`config.mk`:
```
export PLATFORM = sky130hd
export DESIGN_NAME = polar_command_omni_wheel_mixer_top_flat
export DESIGN_NICKNAME = d
export VERILOG_FILES = /design/src/rtl/pcow_pkg.sv /design/src/rtl/pcow_in_if.sv /design/src/rtl/pcow_out_if.sv /design/src/rtl/pcow_sin_rom.sv /design/src/rtl/pcow_mul.sv /design/src/rtl/pcow_parser.sv /design/src/rtl/polar_command_omni_wheel_mixer_top.sv /design/src/flat_wrapper.sv
export SDC_FILE = /design/constraint.sdc
export NUM_CORES = 1
export LEC_CHECK = 0
export ABC_AREA = 1
export BUFFER_PORTS_ARGS = -buffer_cell sky130_fd_sc_hd__buf_2
export CAP_MARGIN = 20
export CORE_ASPECT_RATIO = 0.7
export CORE_MARGIN = 5
export CORE_UTILIZATION = 35
export CTS_BUF_LIST = sky130_fd_sc_hd__clkbuf_16
export CTS_CLUSTER_DIAMETER = 60
export DETAILED_ROUTE_END_ITERATION = 8
export GPL_ROUTABILITY_DRIVEN = 0
export SLEW_MARGIN = 20
export SYNTH_ARGS = -nofsm -noshare
export SYNTH_HDL_FRONTEND = slang
export SYNTH_SLANG_ARGS = --single-unit
```
`constraint.sdc`:
```
create_clock -name clk -period 11.5 [get_ports clk]
set_input_delay 1.725 -clock clk [delete_from_list [all_inputs] [get_ports clk]]
set_output_delay 1.725 -clock clk [all_outputs]
set_load 0.005 [all_outputs]
```
`src/rtl/pcow_pkg.sv`:
```
package pcow_pkg;

  // Command characters.
  localparam logic [7:0] CH_RPAREN = 8'h29;
  localparam logic [7:0] CH_COMMA  = 8'h2C;
  localparam logic [7:0] CH_ZERO   = 8'h30;
  localparam logic [7:0] CH_NINE   = 8'h39;

  // Field widths: the angle is held reduced mod 360, the strength saturated at 100.
  localparam int ANG_W = 9;
  localparam int STR_W = 7;

  localparam int DEG_FULL    = 360;
  localparam int DEG_QUARTER = 90;
  localparam int DEG_HALF    = 180;
  localparam int DEG_3Q      = 270;
  localparam int R3_DEG      = 60;
  localparam int STR_MAX     = 100;
  localparam int SPD_MAX     = 255;

  // floor(v/360) for v < 3600 is (v*2913) >> 20.
  localparam int ANG_RECIP    = 2913;
  localparam int ANG_RECIP_SH = 20;
  // floor(x/100) for x < 43699 is (x*5243) >> 19.
  localparam int SPD_RECIP    = 5243;
  localparam int SPD_RECIP_SH = 19;

  localparam int TRIG_FRAC_BITS_DEF = 15;

  typedef enum logic [3:0] {
    ST_IDLE,
    ST_VX,
    ST_VY,
    ST_R3,
    ST_W,
    ST_D1,
    ST_D2,
    ST_D3,
    ST_DONE
  } seq_state_t;

  typedef struct packed {
    logic [ANG_W-1:0] angle;
    logic [STR_W-1:0] strength;
    logic             comma_seen;
  } parse_t;

  // Sine of k whole degrees (0..90) in Q30 by a nine-term integer Taylor series.
  function automatic logic [63:0] sin_q30(input int unsigned k);
    logic [63:0] x;
    logic [63:0] sum;
    logic [63:0] t;
    x   = (64'(k) * 64'd3373259426 + 64'd90) / 64'd180;
    sum = x;
    t   = x;
    for (int n = 1; n <= 8; n++) begin
      t = (((t * x) >> 30) * x) >> 30;
      t = t / 64'((2 * n) * (2 * n + 1));
      if ((n & 1) != 0) begin
        sum = sum - t;
      end else begin
        sum = sum + t;
      end
    end
    return sum;
  endfunction

  // Quarter-wave sine rounded from Q30 to Q(frac).
  function automatic logic [63:0] sin_qf_quarter(input int unsigned k, input int frac);
    logic [63:0] s;
    s = sin_q30(k);
    s = (s + (64'd1 << (29 - frac))) >> (30 - frac);
    return s;
  endfunction

  // t * 255 without a multiplier.
  function automatic logic [15:0] scale255(input logic [7:0] t);
    return {t, 8'h00} - {8'h00, t};
  endfunction

endpackage

```
`src/rtl/pcow_in_if.sv`:
```
interface pcow_in_if;
  logic       valid;
  logic       ready;
  logic [7:0] rx_byte;

  modport source (output valid, output rx_byte, input ready);
  modport sink   (input valid, input rx_byte, output ready);
endinterface

```
`src/rtl/pcow_out_if.sv`:
```
interface pcow_out_if;
  logic       valid;
  logic       ready;
  logic       dir_one;
  logic       dir_two;
  logic       dir_three;
  logic [7:0] speed_one;
  logic [7:0] speed_two;
  logic [7:0] speed_three;

  modport source (output valid, output dir_one, output dir_two, output dir_three,
                  output speed_one, output speed_two, output speed_three, input ready);
  modport sink   (input valid, input dir_one, input dir_two, input dir_three,
                  input speed_one, input speed_two, input speed_three, output ready);
endinterface

```
`src/rtl/pcow_sin_rom.sv`:
```
module pcow_sin_rom #(
  parameter int FRAC_BITS = pcow_pkg::TRIG_FRAC_BITS_DEF
) (
  input  logic [pcow_pkg::ANG_W-1:0] angle,
  output logic signed [FRAC_BITS+1:0] sine
);
  import pcow_pkg::*;

  localparam int TW = FRAC_BITS + 1;

  logic [TW-1:0]    tab [0:DEG_QUARTER];
  logic [6:0]       idx;
  logic [ANG_W-1:0] fold;
  logic             neg;
  logic [TW-1:0]    mag;

  for (genvar g = 0; g <= DEG_QUARTER; g++) begin : g_tab
    assign tab[g] = TW'(sin_qf_quarter(g, FRAC_BITS));
  end

  // Fold the angle into the first quadrant and remember the sign.
  always_comb begin
    if (angle < ANG_W'(DEG_QUARTER)) begin
      fold = angle;
      neg  = 1'b0;
    end else if (angle < ANG_W'(DEG_HALF)) begin
      fold = ANG_W'(DEG_HALF) - angle;
      neg  = 1'b0;
    end else if (angle < ANG_W'(DEG_3Q)) begin
      fold = angle - ANG_W'(DEG_HALF);
      neg  = 1'b1;
    end else begin
      fold = ANG_W'(DEG_FULL) - angle;
      neg  = 1'b1;
    end
    // For an angle below 360 the folded angle never exceeds 90, so seven bits index the table.
    idx  = 7'(fold);
    mag  = tab[idx];
    sine = neg ? -$signed({1'b0, mag}) : $signed({1'b0, mag});
  end
endmodule

```
`src/rtl/pcow_mul.sv`:
```
module pcow_mul #(
  parameter int WA = 23,
  parameter int WB = 17
) (
  input  logic                    clk,
  input  logic                    en,
  input  logic signed [WA-1:0]    a,
  input  logic signed [WB-1:0]    b,
  output logic signed [WA+WB-1:0] p_r
);
  // Shared signed multiplier with a registered product; the product holds while idle.
  always_ff @(posedge clk) begin
    if (en) begin
      p_r <= a * b;
    end
  end
endmodule

```
`src/rtl/pcow_parser.sv`:
```
module pcow_parser (
  input  logic             clk,
  input  logic             rst_n,
  input  logic             accept,
  input  logic [7:0]       rx_byte,
  output pcow_pkg::parse_t st
);
  import pcow_pkg::*;

  logic [ANG_W-1:0] angle_r, angle_nxt;
  logic [STR_W-1:0] str_r, str_nxt;
  logic             comma_r, comma_nxt;
  logic             aend_r, aend_nxt;
  logic             send_r, send_nxt;

  logic             digit;
  logic [3:0]       dval;
  logic [11:0]      av;
  logic [23:0]      aq_full;
  logic [3:0]       aq;
  logic [11:0]      ar;
  logic [9:0]       sv;

  always_comb begin
    digit   = (rx_byte >= CH_ZERO) && (rx_byte <= CH_NINE);
    dval    = 4'(rx_byte - CH_ZERO);
    av      = 12'(angle_r) * 12'd10 + 12'(dval);
    aq_full = 24'(av) * 24'(ANG_RECIP);
    aq      = aq_full[ANG_RECIP_SH +: 4];
    ar      = av - 12'(aq) * 12'(DEG_FULL);
    sv      = 10'(str_r) * 10'd10 + 10'(dval);

    angle_nxt = angle_r;
    str_nxt   = str_r;
    comma_nxt = comma_r;
    aend_nxt  = aend_r;
    send_nxt  = send_r;

    if (accept) begin
      if (rx_byte == CH_RPAREN) begin
        angle_nxt = '0;
        str_nxt   = '0;
        comma_nxt = 1'b0;
        aend_nxt  = 1'b0;
        send_nxt  = 1'b0;
      end else if (!comma_r) begin
        if (digit && !aend_r) begin
          angle_nxt = ar[ANG_W-1:0];
        end else if (rx_byte == CH_COMMA) begin
          comma_nxt = 1'b1;
          aend_nxt  = 1'b1;
        end else if (!digit) begin
          aend_nxt = 1'b1;
        end
      end else begin
        if (digit && !send_r) begin
          str_nxt = (sv > 10'(STR_MAX)) ? STR_W'(STR_MAX) : sv[STR_W-1:0];
        end else if (!digit) begin
          send_nxt = 1'b1;
        end
      end
    end
  end

  always_ff @(posedge clk) begin
    if (!rst_n) begin
      angle_r <= '0;
      str_r   <= '0;
      comma_r <= 1'b0;
      aend_r  <= 1'b0;
      send_r  <= 1'b0;
    end else begin
      angle_r <= angle_nxt;
      str_r   <= str_nxt;
      comma_r <= comma_nxt;
      aend_r  <= aend_nxt;
      send_r  <= send_nxt;
    end
  end

  assign st.angle      = angle_r;
  assign st.strength   = str_r;
  assign st.comma_seen = comma_r;

  a_angle_range: assert property (@(posedge clk) disable iff (!rst_n)
    angle_r < ANG_W'(DEG_FULL))
    else $error("angle accumulator left its mod-360 range");

  a_str_range: assert property (@(posedge clk) disable iff (!rst_n)
    str_r <= STR_W'(STR_MAX))
    else $error("strength accumulator above saturation limit");

  a_clear: assert property (@(posedge clk) disable iff (!rst_n)
    (accept && rx_byte == CH_RPAREN) |=> (!comma_r && angle_r == '0 && str_r == '0))
    else $error("parser state not cleared after terminator");
endmodule

```
`src/rtl/polar_command_omni_wheel_mixer_top.sv`:
```
// Each byte other than a terminating ')' is a plain transfer: in_ch.ready is high in idle.
// A ')' that follows a comma starts an eight-state sequence on one shared multiplier; the result
// is then presented on out_ch, and in_ch.ready returns at the same edge that loads the output
// register. The sequence waits in its last state while an untaken earlier result stalls out_ch.
// A ')' without a comma starts no sequence and leaves in_ch.ready high.
// Reset (rst_n low, synchronous) clears the parser, the sequencer and the output valid flag.
module polar_command_omni_wheel_mixer_top #(
  parameter int TRIG_FRAC_BITS = pcow_pkg::TRIG_FRAC_BITS_DEF
) (
  input  logic      clk,
  input  logic      rst_n,
  pcow_in_if.sink   in_ch,
  pcow_out_if.source out_ch
);
  import pcow_pkg::*;

  // F is the fraction width of the sine table.  Vx and Vy are strength times a QF sine and
  // fit in F+8 signed bits; the wheel terms are Q2F and fit in 2F+9 signed bits.
  localparam int F  = TRIG_FRAC_BITS;
  localparam int SW = F + 2;
  localparam int WA = F + 8;
  localparam int WB = (F + 2 > 17) ? F + 2 : 17;
  localparam int WP = WA + WB;
  localparam int WW = 2 * F + 9;
  localparam int TW = 8;
  localparam int XW = 16;
  localparam int QW = 9;

  localparam logic signed [SW-1:0] R3_Q = SW'(sin_qf_quarter(R3_DEG, F));

  seq_state_t state_r, state_nxt;

  parse_t                 pst;
  logic                   in_fire;
  logic                   cmd_end;
  logic                   no_cmd;

  logic [ANG_W-1:0]       ang_r;
  logic [STR_W-1:0]       str_r;
  logic [ANG_W-1:0]       cos_angle;
  logic [ANG_W-1:0]       rom_angle;
  logic signed [SW-1:0]   rom_sine;

  logic                   mul_en;
  logic signed [WA-1:0]   mul_a;
  logic signed [WB-1:0]   mul_b;
  logic signed [WP-1:0]   mul_p;

  logic signed [WA-1:0]   vx_r;
  logic signed [WW-1:0]   vx_half;
  logic signed [WW-1:0]   r3vy;
  logic signed [WW-1:0]   w2;
  logic signed [WW-1:0]   w3;
  logic [WA-1:0]          vx_mag;
  logic [WW-1:0]          w2_mag;
  logic [WW-1:0]          w3_mag;
  logic [TW-1:0]          t1;
  logic [TW-1:0]          t2;
  logic [TW-1:0]          t3;

  logic [XW-1:0]          x1_r, x2_r, x3_r;
  logic [2:0]             dir_r;
  logic [QW-1:0]          quo;
  logic [TW-1:0]          spd;
  logic [TW-1:0]          sp1_r, sp2_r;
  logic                   out_load;

  logic                   out_valid_r;
  logic                   dir1_o_r, dir2_o_r, dir3_o_r;
  logic [TW-1:0]          spd1_o_r, spd2_o_r, spd3_o_r;

  // ---------------------------------------------------------------------------------------
  // Input side: the parser takes every transfer; only a ')' after a comma starts the maths.
  // ---------------------------------------------------------------------------------------
  assign in_ch.ready = (state_r == ST_IDLE);
  assign in_fire     = in_ch.valid && in_ch.ready;
  assign cmd_end     = in_fire && (in_ch.rx_byte == CH_RPAREN) && pst.comma_seen;
  assign no_cmd      = in_fire && (in_ch.rx_byte == CH_RPAREN) && !pst.comma_seen;

  pcow_parser u_parser (
    .clk     (clk),
    .rst_n   (rst_n),
    .accept  (in_fire),
    .rx_byte (in_ch.rx_byte),
    .st      (pst)
  );

  // The single sine table is shared: the cosine is read as the sine of the angle plus 90.
  assign cos_angle = (ang_r >= ANG_W'(DEG_3Q)) ? ang_r - ANG_W'(DEG_3Q)
                                               : ang_r + ANG_W'(DEG_QUARTER);

  pcow_sin_rom #(.FRAC_BITS(F)) u_sin (
    .angle (rom_angle),
    .sine  (rom_sine)
  );

  pcow_mul #(.WA(WA), .WB(WB)) u_mul (
    .clk (clk),
    .en  (mul_en),
    .a   (mul_a),
    .b   (mul_b),
    .p_r (mul_p)
  );

  // ---------------------------------------------------------------------------------------
  // Sequencer.  The multiplier product is registered, so a step that uses a product takes it from
  // the step before it:
  //   VX: S*cos      VY: S*sin (Vx lands)     R3: Vy*sqrt3/2 (Vy lands)
  //   W : wheel sums, magnitudes and directions
  //   D1..D3: each t*255 times the reciprocal of 100, one wheel per step
  //   DONE: the last quotient lands and the result waits for the output register.
  // ---------------------------------------------------------------------------------------
  always_comb begin
    state_nxt = state_r;
    mul_en    = 1'b0;
    mul_a     = '0;
    mul_b     = '0;
    rom_angle = ang_r;
    case (state_r)
      ST_IDLE: begin
        if (cmd_end) begin
          state_nxt = ST_VX;
        end
      end
      ST_VX: begin
        mul_en    = 1'b1;
        rom_angle = cos_angle;
        mul_a     = $signed(WA'(str_r));
        mul_b     = WB'(rom_sine);
        state_nxt = ST_VY;
      end
      ST_VY: begin
        mul_en    = 1'b1;
        mul_a     = $signed(WA'(str_r));
        mul_b     = WB'(rom_sine);
        state_nxt = ST_R3;
      end
      ST_R3: begin
        mul_en    = 1'b1;
        mul_a     = $signed(mul_p[WA-1:0]);
        mul_b     = WB'(R3_Q);
        state_nxt = ST_W;
      end
      ST_W: begin
        state_nxt = ST_D1;
      end
      ST_D1: begin
        mul_en    = 1'b1;
        mul_a     = $signed(WA'(SPD_RECIP));
        mul_b     = $signed(WB'(x1_r));
        state_nxt = ST_D2;
      end
      ST_D2: begin
        mul_en    = 1'b1;
        mul_a     = $signed(WA'(SPD_RECIP));
        mul_b     = $signed(WB'(x2_r));
        state_nxt = ST_D3;
      end
      ST_D3: begin
        mul_en    = 1'b1;
        mul_a     = $signed(WA'(SPD_RECIP));
        mul_b     = $signed(WB'(x3_r));
        state_nxt = ST_DONE;
      end
      ST_DONE: begin
        if (!out_valid_r || out_ch.ready) begin
          state_nxt = ST_IDLE;
        end
      end
      default: begin
        state_nxt = ST_IDLE;
      end
    endcase
  end

  always_ff @(posedge clk) begin
    if (!rst_n) begin
      state_r <= ST_IDLE;
    end else begin
      state_r <= state_nxt;
    end
  end

  // ---------------------------------------------------------------------------------------
  // Wheel mixing.  w1 = -Vx*2^F, so its truncated magnitude is simply |Vx| >> F.
  // w2 and w3 are Vx*2^(F-1) minus and plus sqrt3/2*Vy, truncated by 2F bits.
  // ---------------------------------------------------------------------------------------
  always_comb begin
    vx_half = WW'(vx_r) <<< (F - 1);
    r3vy    = $signed(mul_p[WW-1:0]);
    w2      = vx_half - r3vy;
    w3      = vx_half + r3vy;
    vx_mag  = vx_r[WA-1] ? WA'(-vx_r) : WA'(vx_r);
    w2_mag  = w2[WW-1] ? WW'(-w2) : WW'(w2);
    w3_mag  = w3[WW-1] ? WW'(-w3) : WW'(w3);
    t1      = TW'(vx_mag >> F);
    t2      = TW'(w2_mag >> (2 * F));
    t3      = TW'(w3_mag >> (2 * F));
  end

  // Speed is floor(t*255/100), clipped at full duty.
  assign quo = mul_p[SPD_RECIP_SH +: QW];
  assign spd = (quo > QW'(SPD_MAX)) ? TW'(SPD_MAX) : quo[TW-1:0];

  always_ff @(posedge clk) begin
    if (cmd_end) begin
      ang_r <= pst.angle;
      str_r <= pst.strength;
    end
    if (state_r == ST_VY) begin
      vx_r <= $signed(mul_p[WA-1:0]);
    end
    if (state_r == ST_W) begin
      x1_r  <= scale255(t1);
      x2_r  <= scale255(t2);
      x3_r  <= scale255(t3);
      // Direction is 0 for a negative wheel velocity; w1 is negative when Vx is positive.
      dir_r <= {~w3[WW-1], ~w2[WW-1], ~(!vx_r[WA-1] && (vx_r != '0))};
    end
    if (state_r == ST_D2) begin
      sp1_r <= spd;
    end
    if (state_r == ST_D3) begin
      sp2_r <= spd;
    end
  end

  // ---------------------------------------------------------------------------------------
  // Output register: the finished result waits here until the sink takes the transfer.
  // ---------------------------------------------------------------------------------------
  assign out_load = (state_r == ST_DONE) && (!out_valid_r || out_ch.ready);

  always_ff @(posedge clk) begin
    if (!rst_n) begin
      out_valid_r <= 1'b0;
    end else if (out_load) begin
      out_valid_r <= 1'b1;
    end else if (out_ch.ready) begin
      out_valid_r <= 1'b0;
    end
  end

  always_ff @(posedge clk) begin
    if (out_load) begin
      dir1_o_r <= dir_r[0];
      dir2_o_r <= dir_r[1];
      dir3_o_r <= dir_r[2];
      spd1_o_r <= sp1_r;
      spd2_o_r <= sp2_r;
      spd3_o_r <= spd;
    end
  end

  assign out_ch.valid       = out_valid_r;
  assign out_ch.dir_one     = dir1_o_r;
  assign out_ch.dir_two     = dir2_o_r;
  assign out_ch.dir_three   = dir3_o_r;
  assign out_ch.speed_one   = spd1_o_r;
  assign out_ch.speed_two   = spd2_o_r;
  assign out_ch.speed_three = spd3_o_r;

  a_start: assert property (@(posedge clk) disable iff (!rst_n)
    cmd_end |=> (state_r == ST_VX))
    else $error("terminator after a comma did not start the sequence");

  a_no_result: assert property (@(posedge clk) disable iff (!rst_n)
    no_cmd |=> (state_r == ST_IDLE && !$rose(out_valid_r)))
    else $error("terminator without a comma started work");

  a_valid_src: assert property (@(posedge clk) disable iff (!rst_n)
    $rose(out_valid_r) |-> ($past(state_r) == ST_DONE))
    else $error("result presented without a finished sequence");

  a_wait: assert property (@(posedge clk) disable iff (!rst_n)
    (state_r == ST_DONE && out_valid_r && !out_ch.ready) |=> (state_r == ST_DONE))
    else $error("finished result dropped while the output was stalled");
endmodule
```
`src/flat_wrapper.sv`:
```
// flat-port wrapper written by rule: the top's interface ports become plain ports
module polar_command_omni_wheel_mixer_top_flat import pcow_pkg::*;
#(
  parameter int TRIG_FRAC_BITS = pcow_pkg::TRIG_FRAC_BITS_DEF
)
  (clk, rst_n, in_ch_valid, in_ch_rx_byte, in_ch_ready, out_ch_valid, out_ch_dir_one, out_ch_dir_two, out_ch_dir_three, out_ch_speed_one, out_ch_speed_two, out_ch_speed_three, out_ch_ready);
  pcow_in_if in_ch_i ();
  pcow_out_if out_ch_i ();
  input  logic clk;
  input  logic rst_n;
  input wire logic [$bits(in_ch_i.valid)-1:0] in_ch_valid;
  input wire logic [$bits(in_ch_i.rx_byte)-1:0] in_ch_rx_byte;
  output wire logic [$bits(in_ch_i.ready)-1:0] in_ch_ready;
  output wire logic [$bits(out_ch_i.valid)-1:0] out_ch_valid;
  output wire logic [$bits(out_ch_i.dir_one)-1:0] out_ch_dir_one;
  output wire logic [$bits(out_ch_i.dir_two)-1:0] out_ch_dir_two;
  output wire logic [$bits(out_ch_i.dir_three)-1:0] out_ch_dir_three;
  output wire logic [$bits(out_ch_i.speed_one)-1:0] out_ch_speed_one;
  output wire logic [$bits(out_ch_i.speed_two)-1:0] out_ch_speed_two;
  output wire logic [$bits(out_ch_i.speed_three)-1:0] out_ch_speed_three;
  input wire logic [$bits(out_ch_i.ready)-1:0] out_ch_ready;
  assign in_ch_i.valid = in_ch_valid;
  assign in_ch_i.rx_byte = in_ch_rx_byte;
  assign in_ch_ready = in_ch_i.ready;
  assign out_ch_valid = out_ch_i.valid;
  assign out_ch_dir_one = out_ch_i.dir_one;
  assign out_ch_dir_two = out_ch_i.dir_two;
  assign out_ch_dir_three = out_ch_i.dir_three;
  assign out_ch_speed_one = out_ch_i.speed_one;
  assign out_ch_speed_two = out_ch_i.speed_two;
  assign out_ch_speed_three = out_ch_i.speed_three;
  assign out_ch_i.ready = out_ch_ready;
  polar_command_omni_wheel_mixer_top #(.TRIG_FRAC_BITS(TRIG_FRAC_BITS)) u_core (.clk(clk), .rst_n(rst_n), .in_ch(in_ch_i), .out_ch(out_ch_i));
endmodule
```
# Word-level counts from Yosys, hierarchy flattened
# Memory sizes are Yosys's and may differ from the RTL's.
# Index checks and enable logic that the tools add are counted.
# op_classes
magnitude_cmp,9
muxes,41
multipliers,5
n_bitwise,4
reduce_logical,27
n_addsub,18
eq_ne,17
# op_table
cell,count
one-hot mux 17 bit (5 select lines),1
2-to-1 mux 38 bit,2
negation 38 bit,2
one-hot mux 23 bit (3 select lines),1
2-to-1 mux 7 bit,7
subtractor 16 x 8 -> 16 bit,3
2-to-1 mux 9 bit,5
adder 37 x 39 -> 39 bit,1
multiplier 23 x 17 -> 39 bit,1
subtractor 37 x 39 -> 39 bit,1
one-hot mux 4 bit (9 select lines),1
2-to-1 mux 16 bit,2
multiplier 12 x 12 -> 24 bit (second input constant),1
2-to-1 mux 23 bit,1
negation 23 bit,1
nonzero test 23 bit,1
2-to-1 mux 1 bit,17
2-to-1 mux 17 bit,1
negation 16 -> 17 bit,1
equality test 4 x 3 -> 1 bit (second input constant),4
equality test 8 x 6 -> 1 bit (second input constant),2
adder 12 x 4 -> 12 bit,1
multiplier 9 x 3 -> 11 bit (second input constant),1
adder 10 x 4 -> 10 bit,1
other kinds (39),62
# totals
register_bits,196
in_bits,12
out_inout_bits,29
mem_count,1
mem_bits_ro,2048
# memory_table
memory,words,width,read_ports,rd_ports_with_merged_regs,write_ports,line_no,source
(name not given),128,16,1,0,0,pcow_sin_rom.sv:38,mag = tab[idx];

# Longest topological paths before layout
# depth
depth_word,15
depth_mapped,65
depth_no_buf,65

# Hierarchy
# Synthesis repeated with hierarchy kept, for this count alone.
# hier_totals
hier_cells,5036
area_unflattened_um2,35726.8
# by_module_without_submodules
mod,n_inst,seq_area_each_um2,area_per_inst_um2,cells_per_inst
pcow_mul,1,1201.2,16548.4,2121
polar_command_omni_wheel_mixer_top,1,4093.9,11512.3,1650
pcow_parser,1,380.4,4565.6,626
pcow_sin_rom,1,0.0,3100.5,639

# Least setup slack after synthesis
# Ideal clock, no wire load.
# synth_timing
path_type,register to register
from,reg u_core.ang_r[1]
to,reg u_core.u_mul.p_r[37] (data pin)
synth_period_minus_slack_ns,9.879
path_stages_with_launch,57
arrival_ns,9.614
setup_time_ns,0.265
required_ns,11.235
n_path_buf,0
setup_slack_ns,1.621
cell_sequence,edfxtp_1 ha_1 nand2_1 nand3_1 nand2_2 nand2_4 nand2_1 nand3_1 nand2_2 nand3_1 a21oi_2 nand2_1 nand3_1 nand2_2 inv_2 ha_1 inv_1 nand2_1 [21 not listed] inv_1 fa_1 inv_1 fa_1 ha_1 nand2_1 nor2_1 inv_1 o21bai_1 a31oi_1 o21ai_0 a21boi_0 o21ai_0 a21oi_1 o21bai_1 a31oi_1 o21ai_0 xor2_1
# synth_between
elab_chain_len,15
# synth_rtl
item,line_no,source
"start, declared",polar_command_omni_wheel_mixer_top.sv:38,logic [ANG_W-1:0] ang_r;
"start signal, assigned",polar_command_omni_wheel_mixer_top.sv:207,ang_r <= pst.angle;
"adder 9 x 7 -> 9 bit, or another cell as far along",polar_command_omni_wheel_mixer_top.sv:90,: ang_r + ANG_W'(DEG_QUARTER);
2-to-1 mux 9 bit,polar_command_omni_wheel_mixer_top.sv:89,assign cos_angle = (ang_r >= ANG_W'(DEG_3Q)) ? ang_r - ANG_W'(DEG_3Q)
2-to-1 mux 9 bit *,polar_command_omni_wheel_mixer_top.sv:119,case (state_r)
"less-than comparator 9 bit, or another cell as far along",pcow_sin_rom.sv:29,end else if (angle < ANG_W'(DEG_3Q)) begin
2-to-1 mux 7 bit,pcow_sin_rom.sv:29,
2-to-1 mux 7 bit,pcow_sin_rom.sv:26,end else if (angle < ANG_W'(DEG_HALF)) begin
2-to-1 mux 7 bit,pcow_sin_rom.sv:23,if (angle < ANG_W'(DEG_QUARTER)) begin
NOT 7 -> 8 bit (not written as such),pcow_sin_rom.sv:38,
memory (128 x 16 bit),n/a,
2-to-1 mux 16 bit (not written as such) (2 in a row),pcow_sin_rom.sv:38,
negation 16 -> 17 bit,pcow_sin_rom.sv:39,"sine = neg ? -$signed({1'b0, mag}) : $signed({1'b0, mag});"
2-to-1 mux 17 bit *,pcow_sin_rom.sv:39,
one-hot mux 17 bit (5 select lines) *,polar_command_omni_wheel_mixer_top.sv:119,
multiplier 23 x 17 -> 39 bit *,pcow_mul.sv:14,p_r <= a * b;
"end signal, assigned",pcow_mul.sv:14,
"end, declared",pcow_mul.sv:9,output logic signed [WA+WB-1:0] p_r
# Every way passes the cells marked *; elsewhere a longest branch is shown, timed or not. The select of a mux whose other input is x is not followed.
# A chain may end at the register's enable or synchronous reset.

# Worst setup path in the final report
# layout_timing
from,reg u_core.ang_r[2]
to,reg u_core.u_mul.p_r[38] (data pin)
# Same word-level chain as after synthesis.

==> impl_metrics.ini <==
[yosys]
async_reset_ff_share_pct = 0
postSynthAreaPerCell_um2 = 8.229
synth_area_leader_cell = fa_1
synth_edf_count = 172
netlist_area_um2 = 30220
yosysSeqAreaShare_pct = 18.68
synth_top_cell_area_share_pct = 27.62
ys_dominant_reg_cell = edfxtp_1
synth_seq_cells = 196
synth_cell_types = 64
synthTopCellsByCount = inv_1 (829), nand2_1 (644), fa_1 (417), nor2_1 (334), ha_1 (269)
yosys-top-cells-area = fa_1 (28%), edfxtp_1 (17%), ha_1 (11%)
ys_warn_count = 0
synthCells = 3673
yosysMostFrequentCell = inv_1

[critical_path]
slowest_delay_ps = 590
critPathBufInv = 9
critPathLaunch = u_core.ang_r[2]$_DFFE_PP_
cpMaxStageDelayCell = a21oi_1
crit_family = adder cells
end_kind = register
path_max_fanout = 24
r2r-start = u_core.ang_r[2]$_DFFE_PP_
worstSetupStartpointType = register
path_class = register to register
required_ps = 11740
critical_path_arrival_ps = 11080
timing.critical_path.mode_cell = nand2_1

[worst_hold_path]
min_from = u_core.sp2_r[3]$_DFFE_PP_
hold_path_class = register to register

[grt]
grt_pass1_wl_um = 134200
antenna_found_initial = 1
gr-total-overflow = 0
grt_use_total_pct = 18.50
grt_pass1_vias = 23820
grt_max_degree = 52

[detailed_routing]
finalWirelength_um = 84080
num_vias = 24160
avgViaCountPerCell = 4.848
drtIter0Drc = 2277
first_pass_iters = 6
drtAntennaViolNets = 0
avgRoutedWirePerCell_um = 16.88
drc = 0

[sta]
worstMarginPinSlew_ps = 1195
maxSlewHeadroom_pct = 20.31
finalMaxSlewViolations = 0
clock_skew_ps = 17.00
setup_viol = 0
rsz0062_at_grt = true
setup_tns_ps = 0
min_period_ps = 10840
worst_slack_ps = 658.6
fmax_mhz = 92.24
min_period_over_period_pct = 94.27
finalHoldViolCount = 0

[place]
pre_cts_slack_ps = 259.6
dp_hpwl_um = 71060
io_buffers = 40

[layout]
regArea_um2 = 5645
multiInputGateArea_um2 = 21470
drive_gt1_share_pct = 5.741
nets = 4517
syn2layout_area_growth_pct = 9.265
nFillCells = 8780
antenna_cells = 0

[die]
dieArea_um2 = 92420
start_util_pct = 35.18
fp.dieW_um = 361.2
num_rows = 90
core_um2 = 85920
pin_count = 41
die_height_um = 255.9

[power]
power_density_nw_per_um2 = 250.9
irDropWorstVdd_uv = 272.1
power_leakage_nw = 16.60

[clock_tree]
clk_latency_ps = 490
htree_levels = 4
clock_path_buffers = 2
cts-root-buf = clkbuf_16
cts_buffers = 17
cts_hold_buf = 0
clkSlewWorstSetupHoldPaths_ps = 80
cts_tree = yes
cts_sinks = 196

[outcome]
outcome = complete, no violations

[job]
maxCapViolCount = 0
## report_power, final
part	internal (mW)	leakage [nW]	switching, mW
clock network	0.301	0.297	0.308
logic	2.25	14.5	4.15
registers	1.18	1.76	0.0931
total	3.73	16.6	4.55
## final cells by class
class	instances	area share [%]
multi-input combinational	2655	65.01
sequential	196	17.09
inverter	849	9.661
tap	1150	4.357
timing repair buffer	100	2.095
clock buffer	18	1.364
clock inverter	14	0.4168
## what timing repair did
action / in CTS / in global routing
setup buffers: 0 / 10
gates resized for setup: 0 / 27
endpoints found under the setup margin: 0 / 13
## flip-flops by register name, summed over array words and instances (netlist names)
| name | count |
|---|---|
| u_core.out_ch.dir_one | 1 |
| u_core.vx_r | 23 |
| u_core.out_ch.valid | 1 |
| u_core.dir_r | 3 |
| u_core.out_ch.dir_two | 1 |
| u_core.u_parser.send_r | 1 |
| u_core.ang_r | 9 |
| u_core.x2_r | 16 |
| u_core.out_ch.speed_three | 8 |
| u_core.x1_r | 16 |
| u_core.sp2_r | 8 |
| u_core.u_parser.str_r | 7 |
| u_core.out_ch.speed_one | 8 |
| u_core.u_parser.angle_r | 9 |
| u_core.u_parser.comma_r | 1 |
| u_core.u_mul.p_r | 39 |
| u_core.x3_r | 16 |
| u_core.state_r | 4 |
| u_core.sp1_r | 8 |
| u_core.str_r | 7 |
| u_core.out_ch.dir_three | 1 |
| u_core.u_parser.aend_r | 1 |
| u_core.out_ch.speed_two | 8 |
## cells by family after synthesis
logic type	Yosys count	share of synthesized area, %
AO/OA/AOI/OAI	349	6.624
XOR/XNOR	166	4.873
adder cells (fa/ha/maj)	686	38.76
buffers and inverters	913	11.66
flip-flops	196	18.68
other	2	0.02485
AND/OR/NAND/NOR	1361	19.39
## through the flow
step / power [mW] / instance area [um^2] / util (%) / std cells / hold WS (ps)
final: 8.287 / 33020 / 38.44 / 4982 / 422.5
after floorplan: 5.829 / 30570 / - / 3764 / 400.3
after global placement: 7.465 / 32240 / 37.52 / 4936 / 402.7
after CTS: 8.153 / 32830 / 38.21 / 4969 / 423.2
after global routing: 9.179 / 33020 / 38.44 / 4982 / 424.1
after detailed placement: 7.459 / 32240 / 37.53 / 4937 / 406.5
## placed cells by master (no fill, tap or decap), types with 5 or more instances in the layout
cell and instances:
nand3b_1 15, nand2_2 22, a221oi_1 10, o21ai_1 13, nand2_1 640, clkbuf_16 18, conb_1 93, ha_1 268
buf_4 52, a21oi_1 173, or2_2 9, nor2_1 329, o31ai_1 7, xor2_1 125, edfxtp_1 172, inv_2 12
buf_2 41, dfxtp_1 24, o21bai_1 8, o21ai_0 70, nor4_1 13, nand2_4 5, inv_1 830, xnor2_1 40
nor2_4 6, a31oi_1 17, nand4_1 30, fa_1 417, o211ai_1 8, inv_6 5, clkinv_1 8, nor2_2 10
a21o_1 7, nand3_2 9, nor3_1 29, a211oi_1 5, nand3_1 229
## routing by layer
metal  share of wire (%)  global-route usage (%)  wire length (um)  vias to the layer above
met3                  11                   6.495              9342                       79
li1                    -                       -                 -                    11590
met2                  39                   24.98             32580                      878
met5                0.17                   1.135               143                        -
met1                  49                   28.54             41050                    11610
met4                 1.1                   2.817               964                        2
## worst paths after layout
check                                    endpoint  slack (ps)  cells past startpoint
max reg2reg        u_core.u_mul.p_r[38]$_DFFE_PP_         660                     54
min          u_core.out_ch.speed_two[3]$_DFFE_PP_         420                      0
max                u_core.u_mul.p_r[38]$_DFFE_PP_         660                     54
min reg2reg  u_core.out_ch.speed_two[3]$_DFFE_PP_         420                      0
No activity file was read; power rests on OpenSTA's default activity.
